--- src/design/text_to_u64_parser_assert.svh ---
// Assertion macros for the text_to_u64_parser top level.
`ifndef TEXT_TO_U64_PARSER_ASSERT_SVH
`define TEXT_TO_U64_PARSER_ASSERT_SVH

// Same-cycle implication, sampled on clk and disabled while rst is high.
`define TTU_ASSERT_NOW(label, ante, cons) \
  label: assert property (@(posedge clk) disable iff (rst) (ante) |-> (cons)) \
    else $error("text_to_u64_parser: same-cycle check failed");

// Next-cycle implication, sampled on clk and disabled while rst is high.
`define TTU_ASSERT_NEXT(label, ante, cons) \
  label: assert property (@(posedge clk) disable iff (rst) (ante) |=> (cons)) \
    else $error("text_to_u64_parser: next-cycle check failed");

`endif

--- src/design/ttu_pkg.sv ---
// Types, constants and character helpers for the text_to_u64_parser block.
package ttu_pkg;

  localparam int MAX_CHARS_DEF = 1023;
  localparam int VALUE_W       = 64;
  localparam int BASE_W        = 6;
  localparam int CH_W          = 8;
  localparam int END_W         = 10;

  // Conversion phases.
  typedef enum logic [2:0] {
    PH_FINISHED,
    PH_SPACE,
    PH_LEAD,
    PH_ZERO,
    PH_XPREFIX,
    PH_DIGITS
  } phase_t;

  // Digit status of the string in progress.
  typedef enum logic [1:0] {
    ST_NONE,
    ST_SEEN,
    ST_OVF
  } dstat_t;

  // Characters and bases.
  localparam logic [CH_W-1:0] CH_SPACE  = 8'h20;
  localparam logic [CH_W-1:0] CH_TAB    = 8'h09;
  localparam logic [CH_W-1:0] CH_CR     = 8'h0D;
  localparam logic [CH_W-1:0] CH_MINUS  = 8'h2D;
  localparam logic [CH_W-1:0] CH_PLUS   = 8'h2B;
  localparam logic [CH_W-1:0] CH_ZERO   = 8'h30;
  localparam logic [CH_W-1:0] CH_NINE   = 8'h39;
  localparam logic [CH_W-1:0] CH_UA     = 8'h41;
  localparam logic [CH_W-1:0] CH_UZ     = 8'h5A;
  localparam logic [CH_W-1:0] CH_LA     = 8'h61;
  localparam logic [CH_W-1:0] CH_LZ     = 8'h7A;
  localparam logic [CH_W-1:0] CH_LX     = 8'h78;
  localparam logic [CH_W-1:0] CH_UX     = 8'h58;
  localparam logic [CH_W-1:0] UA_OFS    = 8'h37;  // 'A' - 10
  localparam logic [CH_W-1:0] LA_OFS    = 8'h57;  // 'a' - 10

  localparam logic [BASE_W-1:0] BASE_AUTO = 6'd0;
  localparam logic [BASE_W-1:0] BASE_ONE  = 6'd1;
  localparam logic [BASE_W-1:0] BASE_TWO  = 6'd2;
  localparam logic [BASE_W-1:0] BASE_OCT  = 6'd8;
  localparam logic [BASE_W-1:0] BASE_DEC  = 6'd10;
  localparam logic [BASE_W-1:0] BASE_HEX  = 6'd16;
  localparam logic [BASE_W-1:0] BASE_MAX  = 6'd36;
  localparam logic [BASE_W-1:0] NOT_DIGIT = 6'd63;

  // Conversion state without the position counter.
  typedef struct packed {
    phase_t              phase;
    logic [VALUE_W-1:0]  acc;
    logic [BASE_W-1:0]   base;
    logic                neg;
    dstat_t              status;
  } conv_state_t;

  // One result from the step logic.
  typedef struct packed {
    logic                emit;
    logic [VALUE_W-1:0]  value;
    logic                ovf;
    logic                seen;
    logic [END_W-1:0]    end_offset;
  } conv_result_t;

  function automatic logic is_space(input logic [CH_W-1:0] c);
    return (c == CH_SPACE) || (c >= CH_TAB && c <= CH_CR);
  endfunction

  function automatic logic [BASE_W-1:0] digit_value(input logic [CH_W-1:0] c);
    logic [CH_W-1:0] t;
    t = '0;
    if (c >= CH_ZERO && c <= CH_NINE) begin
      t = c - CH_ZERO;
      return t[BASE_W-1:0];
    end
    if (c >= CH_UA && c <= CH_UZ) begin
      t = c - UA_OFS;
      return t[BASE_W-1:0];
    end
    if (c >= CH_LA && c <= CH_LZ) begin
      t = c - LA_OFS;
      return t[BASE_W-1:0];
    end
    return NOT_DIGIT;
  endfunction

  // Builds the result from the state at the terminating character.
  function automatic conv_result_t make_result(input conv_state_t s,
                                               input logic [END_W-1:0] e);
    conv_result_t r;
    r.emit = 1'b1;
    r.ovf  = (s.status == ST_OVF);
    r.seen = (s.status != ST_NONE);
    if (r.ovf) begin
      r.value = '1;
    end else if (s.neg) begin
      r.value = '0 - s.acc;
    end else begin
      r.value = s.acc;
    end
    r.end_offset = r.seen ? e : '0;
    return r;
  endfunction

endpackage

--- src/design/ttu_step.sv ---
// Combinational next-state and result logic for one character.
module ttu_step
  import ttu_pkg::*;
#(
  parameter int MAX_CHARS = MAX_CHARS_DEF
) (
  input  conv_state_t                      st,
  input  logic [$clog2(MAX_CHARS+1)-1:0]   pos,
  input  logic                             start_req,
  input  logic [CH_W-1:0]                  ch,
  input  logic [BASE_W-1:0]                base_request,
  output conv_state_t                      st_next,
  output logic [$clog2(MAX_CHARS+1)-1:0]   pos_next,
  output conv_result_t                     res
);

  localparam int POS_W = $clog2(MAX_CHARS+1);
  localparam int EXT_W = (POS_W > END_W) ? POS_W : END_W;
  localparam logic [POS_W-1:0] POS_MAX = POS_W'(MAX_CHARS);

  conv_state_t           work;
  logic                  active;
  logic                  lead;
  logic                  digit;
  logic [BASE_W-1:0]     d;
  logic [VALUE_W+BASE_W-1:0] prod;
  logic [EXT_W-1:0]      pos_ext;
  logic [EXT_W-1:0]      pos_prev_ext;

  assign d            = digit_value(ch);
  assign pos_ext      = EXT_W'(pos);
  assign pos_prev_ext = EXT_W'(pos - POS_W'(1));

  // Walk the phases for the current character in model order.
  always_comb begin
    work   = st;
    res    = '0;
    active = 1'b0;
    lead   = 1'b0;
    digit  = 1'b0;
    prod   = '0;

    if (start_req) begin
      work.acc    = '0;
      work.neg    = 1'b0;
      work.status = ST_NONE;
      work.base   = base_request;
      if (base_request == BASE_ONE || base_request > BASE_MAX) begin
        work.base  = BASE_AUTO;
        res        = make_result(work, '0);
        work.phase = PH_FINISHED;
      end else begin
        work.phase = PH_SPACE;
        active     = 1'b1;
      end
    end else if (st.phase != PH_FINISHED) begin
      active = 1'b1;
    end

    // Phase dispatch.
    if (active) begin
      unique case (work.phase)
        PH_SPACE: begin
          if (is_space(ch)) begin
            work.phase = PH_SPACE;
          end else if (ch == CH_MINUS || ch == CH_PLUS) begin
            work.neg   = (ch == CH_MINUS);
            work.phase = PH_LEAD;
          end else begin
            lead = 1'b1;
          end
        end
        PH_LEAD: begin
          lead = 1'b1;
        end
        PH_ZERO: begin
          if (ch == CH_LX || ch == CH_UX) begin
            work.phase = PH_XPREFIX;
          end else begin
            if (work.base == BASE_AUTO) work.base = BASE_OCT;
            digit = 1'b1;
          end
        end
        PH_XPREFIX: begin
          work.base = BASE_HEX;
          if (d < BASE_HEX) begin
            digit = 1'b1;
          end else begin
            res        = make_result(work, pos_prev_ext[END_W-1:0]);
            work.phase = PH_FINISHED;
          end
        end
        PH_DIGITS: begin
          digit = 1'b1;
        end
        default: begin
          work.phase = PH_FINISHED;
        end
      endcase
    end

    // First significant character: a zero may open a hex or octal prefix.
    if (lead) begin
      if (ch == CH_ZERO && (work.base == BASE_AUTO || work.base == BASE_HEX)) begin
        work.acc    = '0;
        work.status = ST_SEEN;
        work.phase  = PH_ZERO;
      end else begin
        if (work.base == BASE_AUTO) work.base = BASE_DEC;
        digit = 1'b1;
      end
    end

    // Accumulate one digit or terminate on a non-digit.
    if (digit) begin
      work.phase = PH_DIGITS;
      if (work.base < BASE_TWO || d >= work.base) begin
        res        = make_result(work, pos_ext[END_W-1:0]);
        work.phase = PH_FINISHED;
      end else begin
        prod = work.acc * (VALUE_W+BASE_W)'(work.base)
             + (VALUE_W+BASE_W)'(d);
        if (work.status == ST_OVF || prod[VALUE_W+BASE_W-1:VALUE_W] != '0) begin
          work.status = ST_OVF;
        end else begin
          work.acc    = prod[VALUE_W-1:0];
          work.status = ST_SEEN;
        end
      end
    end
  end

  // Position: cleared on start, advanced after a processed character.
  always_comb begin
    pos_next = start_req ? '0 : pos;
    if (active && pos_next < POS_MAX) pos_next = pos_next + POS_W'(1);
  end

  assign st_next = work;

endmodule

--- src/design/text_to_u64_parser.sv ---
// Top level of the streaming string to unsigned 64-bit converter.
//
// Converts a text number the way strtoull does: one character per transfer on
// the slave side, start_req (in s_tuser) marking the first character and its
// base (0 for automatic, 2 to 36). Leading whitespace, one sign and a 0x/0X
// prefix are handled; the first character that is not a digit in the active
// base ends the string and gives one transfer on the master side with the
// value (saturated to all ones on overflow, negated after '-'), the overflow
// and digits-seen flags and the end offset. An invalid base gives a zero
// result on the start character. The block takes one character per cycle unless
// a result finds the output full: each character passes an input register, then
// a single 64x6 multiply-add with its overflow check updates the state and, when
// the string ends, loads the output register. A character that gives no result
// keeps moving while a result waits.
module text_to_u64_parser
  import ttu_pkg::*;
#(
  parameter int MAX_CHARS = MAX_CHARS_DEF
) (
  input  logic        clk,
  input  logic        rst,
  input  logic        s_tvalid,
  output logic        s_tready,
  input  logic [15:0] s_tdata,   // [7:0] ch, [13:8] base_request, [15:14] zero
  input  logic        s_tuser,   // [0] start_req
  output logic        m_tvalid,
  input  logic        m_tready,
  output logic [79:0] m_tdata    // [63:0] value, [64] overflow, [65] digits_seen,
                                 // [75:66] end_offset, [79:76] zero
);

  `include "text_to_u64_parser_assert.svh"

  localparam int POS_W = $clog2(MAX_CHARS+1);

  // Input register.
  logic                stage_valid;
  logic                stage_start;
  logic [CH_W-1:0]     stage_ch;
  logic [BASE_W-1:0]   stage_breq;

  // Conversion state.
  conv_state_t         st;
  conv_state_t         st_next;
  logic [POS_W-1:0]    pos;
  logic [POS_W-1:0]    pos_next;
  conv_result_t        res;

  // Output register.
  logic                out_valid;
  logic [VALUE_W-1:0]  out_value;
  logic                out_ovf;
  logic                out_seen;
  logic [END_W-1:0]    out_end;

  logic                advance;

  ttu_step #(
    .MAX_CHARS (MAX_CHARS)
  ) u_step (
    .st           (st),
    .pos          (pos),
    .start_req    (stage_start),
    .ch           (stage_ch),
    .base_request (stage_breq),
    .st_next      (st_next),
    .pos_next     (pos_next),
    .res          (res)
  );

  // The staged character moves on unless its result finds the output full.
  assign advance  = stage_valid && (!res.emit || !out_valid || m_tready);
  assign s_tready = !stage_valid || advance;

  // Input register.
  always_ff @(posedge clk) begin
    if (rst) begin
      stage_valid <= 1'b0;
    end else if (s_tready) begin
      stage_valid <= s_tvalid;
    end
  end

  always_ff @(posedge clk) begin
    if (s_tready && s_tvalid) begin
      stage_start <= s_tuser;
      stage_ch    <= s_tdata[CH_W-1:0];
      stage_breq  <= s_tdata[CH_W+BASE_W-1:CH_W];
    end
  end

  // Conversion state register.
  always_ff @(posedge clk) begin
    if (rst) begin
      st.phase  <= PH_FINISHED;
      st.acc    <= '0;
      st.base   <= BASE_AUTO;
      st.neg    <= 1'b0;
      st.status <= ST_NONE;
      pos       <= '0;
    end else if (advance) begin
      st  <= st_next;
      pos <= pos_next;
    end
  end

  // Output register.
  always_ff @(posedge clk) begin
    if (rst) begin
      out_valid <= 1'b0;
    end else if (advance && res.emit) begin
      out_valid <= 1'b1;
    end else if (m_tready) begin
      out_valid <= 1'b0;
    end
  end

  always_ff @(posedge clk) begin
    if (advance && res.emit) begin
      out_value <= res.value;
      out_ovf   <= res.ovf;
      out_seen  <= res.seen;
      out_end   <= res.end_offset;
    end
  end

  assign m_tvalid = out_valid;
  assign m_tdata  = {4'b0000, out_end, out_seen, out_ovf, out_value};

  // Checks on the conversion logic.
  `TTU_ASSERT_NOW(a_ovf_saturates, out_valid && out_ovf, out_value == '1 && out_seen)
  `TTU_ASSERT_NOW(a_no_digits_zero, out_valid && !out_seen,
                  out_end == '0 && out_value == '0 && !out_ovf)
  `TTU_ASSERT_NOW(a_pos_bound, 1'b1, pos <= POS_W'(MAX_CHARS))
  `TTU_ASSERT_NEXT(a_stage_holds, stage_valid && !advance,
                   stage_valid && $stable(stage_ch) && $stable(stage_start))
  `TTU_ASSERT_NEXT(a_ovf_sticky, advance && st.status == ST_OVF && !stage_start
                   && st_next.phase == PH_DIGITS, st.status == ST_OVF)

endmodule

--- config.mk ---
export PLATFORM = sky130hd
export DESIGN_NAME = text_to_u64_parser
export DESIGN_NICKNAME = d
export VERILOG_FILES = /design/src/design/ttu_pkg.sv /design/src/design/ttu_step.sv /design/src/design/text_to_u64_parser.sv
export VERILOG_INCLUDE_DIRS = /design/src /design/src/design
export SDC_FILE = /design/constraint.sdc
export NUM_CORES = 2
export LEC_CHECK = 0
export BUFFER_PORTS_ARGS = -buffer_cell sky130_fd_sc_hd__buf_2
export CORE_AREA = 2 2 208 210
export CTS_BUF_LIST = sky130_fd_sc_hd__clkbuf_4 sky130_fd_sc_hd__clkbuf_8
export DETAILED_ROUTE_END_ITERATION = 7
export DIE_AREA = 0 0 210 212
export GPL_ROUTABILITY_DRIVEN = 0
export MAX_ROUTING_LAYER = met4
export PLACE_DENSITY = 0.78
export SYNTH_ARGS = -nofsm -noshare
export SYNTH_HDL_FRONTEND = slang
export SYNTH_SLANG_ARGS = --single-unit
--- constraint.sdc ---
create_clock -name clk -period 13.4 [get_ports clk]
set_clock_uncertainty 0.05 [all_clocks]
set_input_delay 2.68 -clock clk [delete_from_list [all_inputs] [get_ports clk]]
set_output_delay 2.68 -clock clk [all_outputs]
set_load 0.1 [all_outputs]
# --- After elaboration in Yosys (flattened, before gate mapping) ---
# Index checks and enable logic that the tools add are counted.
classes:
  n_addsub: 8
  n_mul: 1
  magnitude_cmp: 13
  n_eq_ne: 15
  mux: 71
  reduce_logical: 30
ops:
  columns: ["operator", "count"]
  rows:
  - ["2-to-1 mux 77 bit", 7]
  - ["2-to-1 mux 64 bit", 6]
  - ["2-to-1 mux 67 bit", 2]
  - ["subtractor 1 x 64 -> 64 bit (first input constant)", 2]
  - ["2-to-1 mux 76 bit", 1]
  - ["2-to-1 mux 73 bit", 1]
  - ["adder 70 x 6 -> 70 bit", 1]
  - ["multiplier 64 x 6 -> 70 bit", 1]
  - ["2-to-1 mux 6 bit", 11]
  - ["2-to-1 mux 10 bit", 4]
  - ["== test 8 x 6 -> 1 bit (second input constant)", 4]
  - ["2-to-1 mux 1 bit", 23]
  - ["2-to-1 mux 3 bit", 6]
  - ["== test 8 x 7 -> 1 bit (second input constant)", 2]
  - [">= comparator 8 x 7 -> 1 bit (second input constant)", 2]
  - ["<= comparator 8 x 7 -> 1 bit (second input constant)", 2]
  - ["logical NOT 6 bit", 2]
  - ["one-hot mux 3 bit (4 select lines)", 1]
  - ["one-hot mux 6 bit (2 select lines)", 1]
  - ["subtractor 6 bit (second input constant)", 2]
  - ["adder 10 x 1 -> 10 bit (second input constant)", 1]
  - ["logical OR 1 bit", 10]
  - ["less-than comparator 10 bit (second input constant)", 1]
  - ["2-to-1 mux 2 bit", 5]
  - ["other kinds (25)", 40]
word_totals:
  reg_bits: 179
  inputBits: 21
  output_inout_bits: 82
  elab_cells: 153

# --- Depth between registers and ports, before layout ---
logic_depth:
  ltp_word: 26
  depth_mapped: 31
  mapped_depth_nobuf: 29

# --- Hierarchy ---
# From an unflattened synthesis, not the netlist that was laid out.
hier_totals:
  cells_unflattened: 3101
  area_unflattened_um2: 26046.2
modules_own_cells:
  columns: ["module", "n_inst", "cells_each", "area_each_um2", "seq_area_each_um2"]
  rows:
  - ["ttu_step", 1, 2619, 19341.0, 0.0]
  - ["text_to_u64_parser", 1, 482, 6705.2, 4494.3]

# --- Worst setup path before layout ---
# No wires, ideal clock.
synth_timing:
  path_kind: "register -> register"
  start: "register stage_ch[4]"
  end: "register out_end[0] (enable)"
  setup_ns: 0.535
  t_arrival_ns: 8.359
  required_ns: 12.815
  slack_ns: 4.456
  stages_incl_launch_ff: 21
  path_buffers: 3
  period_less_slack_ns: 8.944
  cell_sequence: "edfxtp_1 > inv_1 > ha_1 > nor2b_1 > or4_1 > o31ai_1 > o31ai_2 > nand3_1 > a21boi_1 > clkbuf_1 > ha_1 > o21ai_0 > o21bai_1 > and3_1 > nor4b_1 > a211oi_2 > a21boi_1 > o31a_1 > buf_2 > buf_1 > a21oi_1"
synth_between:
  elab_chain_len: 20
  word_cells_on_any_way: 70
  classes_between: "add/sub (3); order compare (11); eq/ne (7); mux (33); reduce/logical (16)"
synth_lines:
  columns: ["item", "line", "text"]
  rows:
  - ["start: declaration", "text_to_u64_parser.sv:39", "logic [CH_W-1:0] stage_ch;"]
  - ["start signal: assignment", "text_to_u64_parser.sv:87", "stage_ch <= s_tdata[CH_W-1:0];"]
  - [">= comparator 8 x 7 -> 1 bit / <= comparator 8 x 7 -> 1 bit (equally long branches)", "ttu_pkg.sv:86", "if (c >= CH_LA && c <= CH_LZ) begin"]
  - ["logical AND 1 bit", "ttu_pkg.sv:86", null]
  - ["2-to-1 mux 1 bit (2 in series)", "ttu_pkg.sv:86", null]
  - ["2-to-1 mux 1 bit", "ttu_pkg.sv:82", "if (c >= CH_UA && c <= CH_UZ) begin"]
  - ["2-to-1 mux 6 bit", "ttu_pkg.sv:90", "return NOT_DIGIT;"]
  - ["2-to-1 mux 6 bit", "ttu_pkg.sv:86", null]
  - ["2-to-1 mux 6 bit", "ttu_pkg.sv:82", null]
  - ["less-than comparator 6 x 5 -> 1 bit", "ttu_step.sv:86", "if (d < BASE_HEX) begin"]
  - ["[2 not listed]", null, null]
  - ["2-to-1 mux 1 bit", "ttu_step.sv:61", "if (active) begin"]
  - ["2-to-1 mux 1 bit", "ttu_step.sv:104", "if (ch == CH_ZERO && (work.base == BASE_AUTO || work.base == BASE_HEX)) begin"]
  - ["2-to-1 mux 1 bit", "ttu_step.sv:103", "if (lead) begin"]
  - ["2-to-1 mux 77 bit *", "ttu_step.sv:115", "if (digit) begin"]
  - ["logical NOT 1 bit", "text_to_u64_parser.sv:72", "assign advance = stage_valid && (!res.emit || !out_valid || m_tready);"]
  - ["logical OR 1 bit (2 in series)", "text_to_u64_parser.sv:72", null]
  - ["logical AND 1 bit", "text_to_u64_parser.sv:72", null]
  - ["logical AND 1 bit *", "text_to_u64_parser.sv:119", "if (advance && res.emit) begin"]
  - ["end signal: assignment", "text_to_u64_parser.sv:123", "out_end <= res.end_offset;"]
  - ["end: declaration", "text_to_u64_parser.sv:54", "logic [END_W-1:0] out_end;"]
# Every way passes the cells marked *; elsewhere a longest branch is shown, timed or not. The select of a mux whose other input is x is not followed.
# A chain may end at the register's enable or synchronous reset.

# --- Final worst setup path ---
layout_timing:
  start: "register stage_ch[4]"
  end: "register, netlist name st[11]"
layout_between:
  elab_chain_len: 19
  word_cells_on_any_way: 80
  classes_between: "add/sub (4); mul (1); order compare (11); eq/ne (8); mux (39); reduce/logical (17)"
layout_lines:
  columns: ["item"]
  rows:
  - ["branches (longest 19 deep; another with multiplier 64 x 6 -> 70 bit)"]
# Several ways; the timed one is not identified. The select of a mux whose other input is x is not followed.

==> impl_metrics.toml <==
[power]
netSwitchingFraction = 0.432
p_sw_mw = 0.624
power_density_nw_per_um2 = 55.7
pwr-share-clk = 0.282
p_int_mw = 0.820
seqPwrFrac = 0.428
vdd_ir_drop_max_mv = 0.0641
pwr-share-comb = 0.290
p_leak_nw = 11.9

[global_routing]
grt_max_degree = 148
grt_pass1_wl_mm = 123
grt_pass1_vias = 22500
overflow = 0
grt_util_all_layers = 0.360
antenna_found_initial = 0

[clocking]
clock_path_buffers = 2
post_cts_resized = 0
hold_buffers = 0
path_clk_slew_ns = 0.12
cts_buffers = 17
root_buffer = "clkbuf_8"
clk_latency_ns = 0.53
cts_sinks = 179
cts_tree = "yes"
cts_setup_buffers = 0
cts_htree_levels = 4

[layout]
diodes = 0
fillCellCount = 3580
regArea_sq_um = 4490
drive_gt1_frac = 0.0791
multi_input_area_sq_um = 19200
syn_to_final_growth_pct = 3.55
final_nets = 3343
fin_area_sq_um = 25900
final_util = 0.610

[worst_hold_path]
min_path_type = "flip-flop to flip-flop"

[synth]
avgSynthCellArea_sq_um = 8.32
synth_warnings = 0
yosys.area_share.simple = 0.227
synth-xor-area-share = 0.0598
async_flop_share = 0
syn_area_sq_um = 25000
ys_types = 102
synth_edf_count = 91
synth-seq-area-share = 0.179
synth_top_family_by_area = "adder cells"
synthMuxAreaShare = 0.00559
netlist_instances = 3009
synth_ff_type = "edfxtp_1"
synth_compound_area_frac = 0.186
synth_fa_ha_area_frac = 0.283
ys_seq_elements = 179

[status]
outcome = "finished with violations"
violations = "design-rule violations"

[placement]
placed_cell_area_sq_um = 25500
io_buffers = 96
dp_hpwl_mm = 56.0
pre_cts_slack_ns = 3.12

[die]
die_w_microns = 210
initial_core_util = 0.589
fp.dieH_microns = 212
num_rows = 76
dieArea_sq_um = 44500
core_region_area_sq_um = 42500
io_pins = 103

[timing]
finalWorstSetupSlack_ns = 2.84
fin_crit_ns = 10.56
tightestPinTransition_ns = 1.17
setup_viol = 0
period_share = 0.788
rsz0062_at_grt = "false"
slew_headroom = 0.216
finalSetupTns_ns = 0
max_freq_mhz = 94.7
drv_slew = 0
finalHoldViolCount = 0

[worst_setup_path]
path_max_fanout = 50
critical_path_required_ns = 13.83
critical_path_class = "flip-flop to flip-flop"
endpoint_kind = "flip-flop"
critPathMaxStageDelay_ns = 0.73
arrival_ns = 10.99
crit_slowest_cell = "nor2_2"
startpoint_type = "flip-flop"

[drt]
routedWlPerCell_microns = 22.4
wl_mm = 77.4
viasPerCell = 6.68
dr_total_vias = 23200
drc = 17
drtAntennaViolNets = 0
dr.pass1.iters = 8
drt_iter0_drc = 3197

[job]
maxCapViolCount = 0
-- path summary, 6_finish.rpt --
kind	slack [ns]	cells past startpoint	from	to
setup / recovery	2.84	31	stage_ch[4]$_DFFE_PP_	st[11]$_SDFFE_PP0P_
hold / removal	0.45	2	stage_valid$_SDFFE_PP0N_	m_tvalid$_SDFFE_PP0P_
setup reg to reg	2.84	31	stage_ch[4]$_DFFE_PP_	st[11]$_SDFFE_PP0P_
hold reg to reg	0.45	2	stage_valid$_SDFFE_PP0N_	m_tvalid$_SDFFE_PP0P_
-- cell usage in the layout, fill, tap and decap left out, types with 14 or more instances in the layout --
master,count
nand2_1,310
nor2_1,284
fa_1,252
o21ai_0,226
and2_1,178
a21oi_1,174
ha_1,164
and3_1,99
inv_1,96
buf_2,96
edfxtp_1,91
xnor2_1,90
dfxtp_1,88
xor2_1,81
a22o_1,54
nand3_1,49
nor3_1,42
nand4_1,38
nor4_1,34
a31oi_1,33
a21o_1,29
buf_4,29
a211oi_1,22
o21bai_1,20
clkbuf_8,17
o211ai_1,16
or2_2,15
o21a_1,14
or4_1,14
o31ai_1,14
-- cell type report --
class / instances / area share
clock inverters: 15 / 0.00786
repair buffers: 126 / 0.0277
multi-input cells: 2481 / 0.741
flip-flops and latches: 179 / 0.173
clock buffers: 17 / 0.00902
well taps: 546 / 0.0263
inverters: 101 / 0.0146
-- registers in the layout, summed over array words and instances (netlist names) --
| register | cells |
|---|---|
| pos | 10 |
| stage_valid | 1 |
| out_ovf | 1 |
| out_seen | 1 |
| st | 76 |
| stage_start | 1 |
| m_tvalid | 1 |
| stage_ch | 8 |
| out_value | 64 |
| out_end | 10 |
| stage_breq | 6 |
-- per-stage QoR --
| step | power [mW] | hold slack (ns) | instances |
|---|---|---|---|
| 2_1_floorplan | 0.937 | 0.397 | 3012 |
| 3_3_place_gp | 1.03 | 0.414 | 3433 |
| 3_5_place_dp | 1.04 | 0.434 | 3433 |
| 4_1_cts | 1.44 | 0.450 | 3465 |
| 5_1_grt | 1.48 | 0.486 | 3465 |
| 6_report | 1.44 | 0.455 | 3465 |
-- critical path: cells and delay by family (launching register included) --
| kind | cells | cell delay, ns |
|---|---|---|
| AO/OA/AOI/OAI | 9 | 2.82 |
| adder cells (fa/ha/maj) | 6 | 2.48 |
| buffers and inverters | 6 | 1.52 |
| flip-flops | 1 | 0.51 |
| multiplexers | 1 | 0.38 |
| AND/OR/NAND/NOR | 9 | 2.67 |
-- power by group through the flow --
stage	clock, mW	combinational (mW)	sequential, mW
4_1_cts	0.410	0.407	0.618
3_5_place_dp	0	0.406	0.631
2_1_floorplan	0	0.178	0.759
6_report	0.408	0.418	0.619
3_3_place_gp	0	0.399	0.630
5_1_grt	0.429	0.434	0.622
-- kinds of logic after synthesis --
group / after synthesis
multiplexers: 13
AO/OA/AOI/OAI: 732
adder cells (fa/ha/maj): 416
AND/OR/NAND/NOR: 1145
other: 1
buffers and inverters: 352
flip-flops: 179
XOR/XNOR: 171
-- synthesized netlist by cell type, types with 13 or more instances --
cell type,n,area [sq um]
and3_1,99,619
inv_1,98,368
a21o_1,29,218
a21oi_1,175,876
nor2_1,291,1090
nand4_1,38,238
dfxtp_1,88,1760
a211oi_1,22,165
a22o_1,54,473
or4_1,14,105
and2_1,178,1110
xnor2_1,90,788
buf_1,13,48.8
a21boi_0,13,97.6
buf_2,36,180
nand3_1,49,245
a31oi_1,34,213
o31ai_1,15,113
o21a_1,14,105
o21ai_0,226,1130
edfxtp_1,91,2730
o211ai_1,16,120
nor4_1,34,213
xor2_1,81,709
nor3_1,42,210
o21bai_1,20,150
clkbuf_1,183,687
fa_1,252,5040
ha_1,164,2050
or2_2,15,93.8
nand2_1,310,1160
or3_1,13,81.3
-- layer usage --
metal,track usage,part of all wire
met1,0.479,0.39
met2,0.529,0.43
met3,0.0929,0.14
met4,0.138,0.038
met5,-,0
No activity file was read; power rests on OpenSTA's default activity.
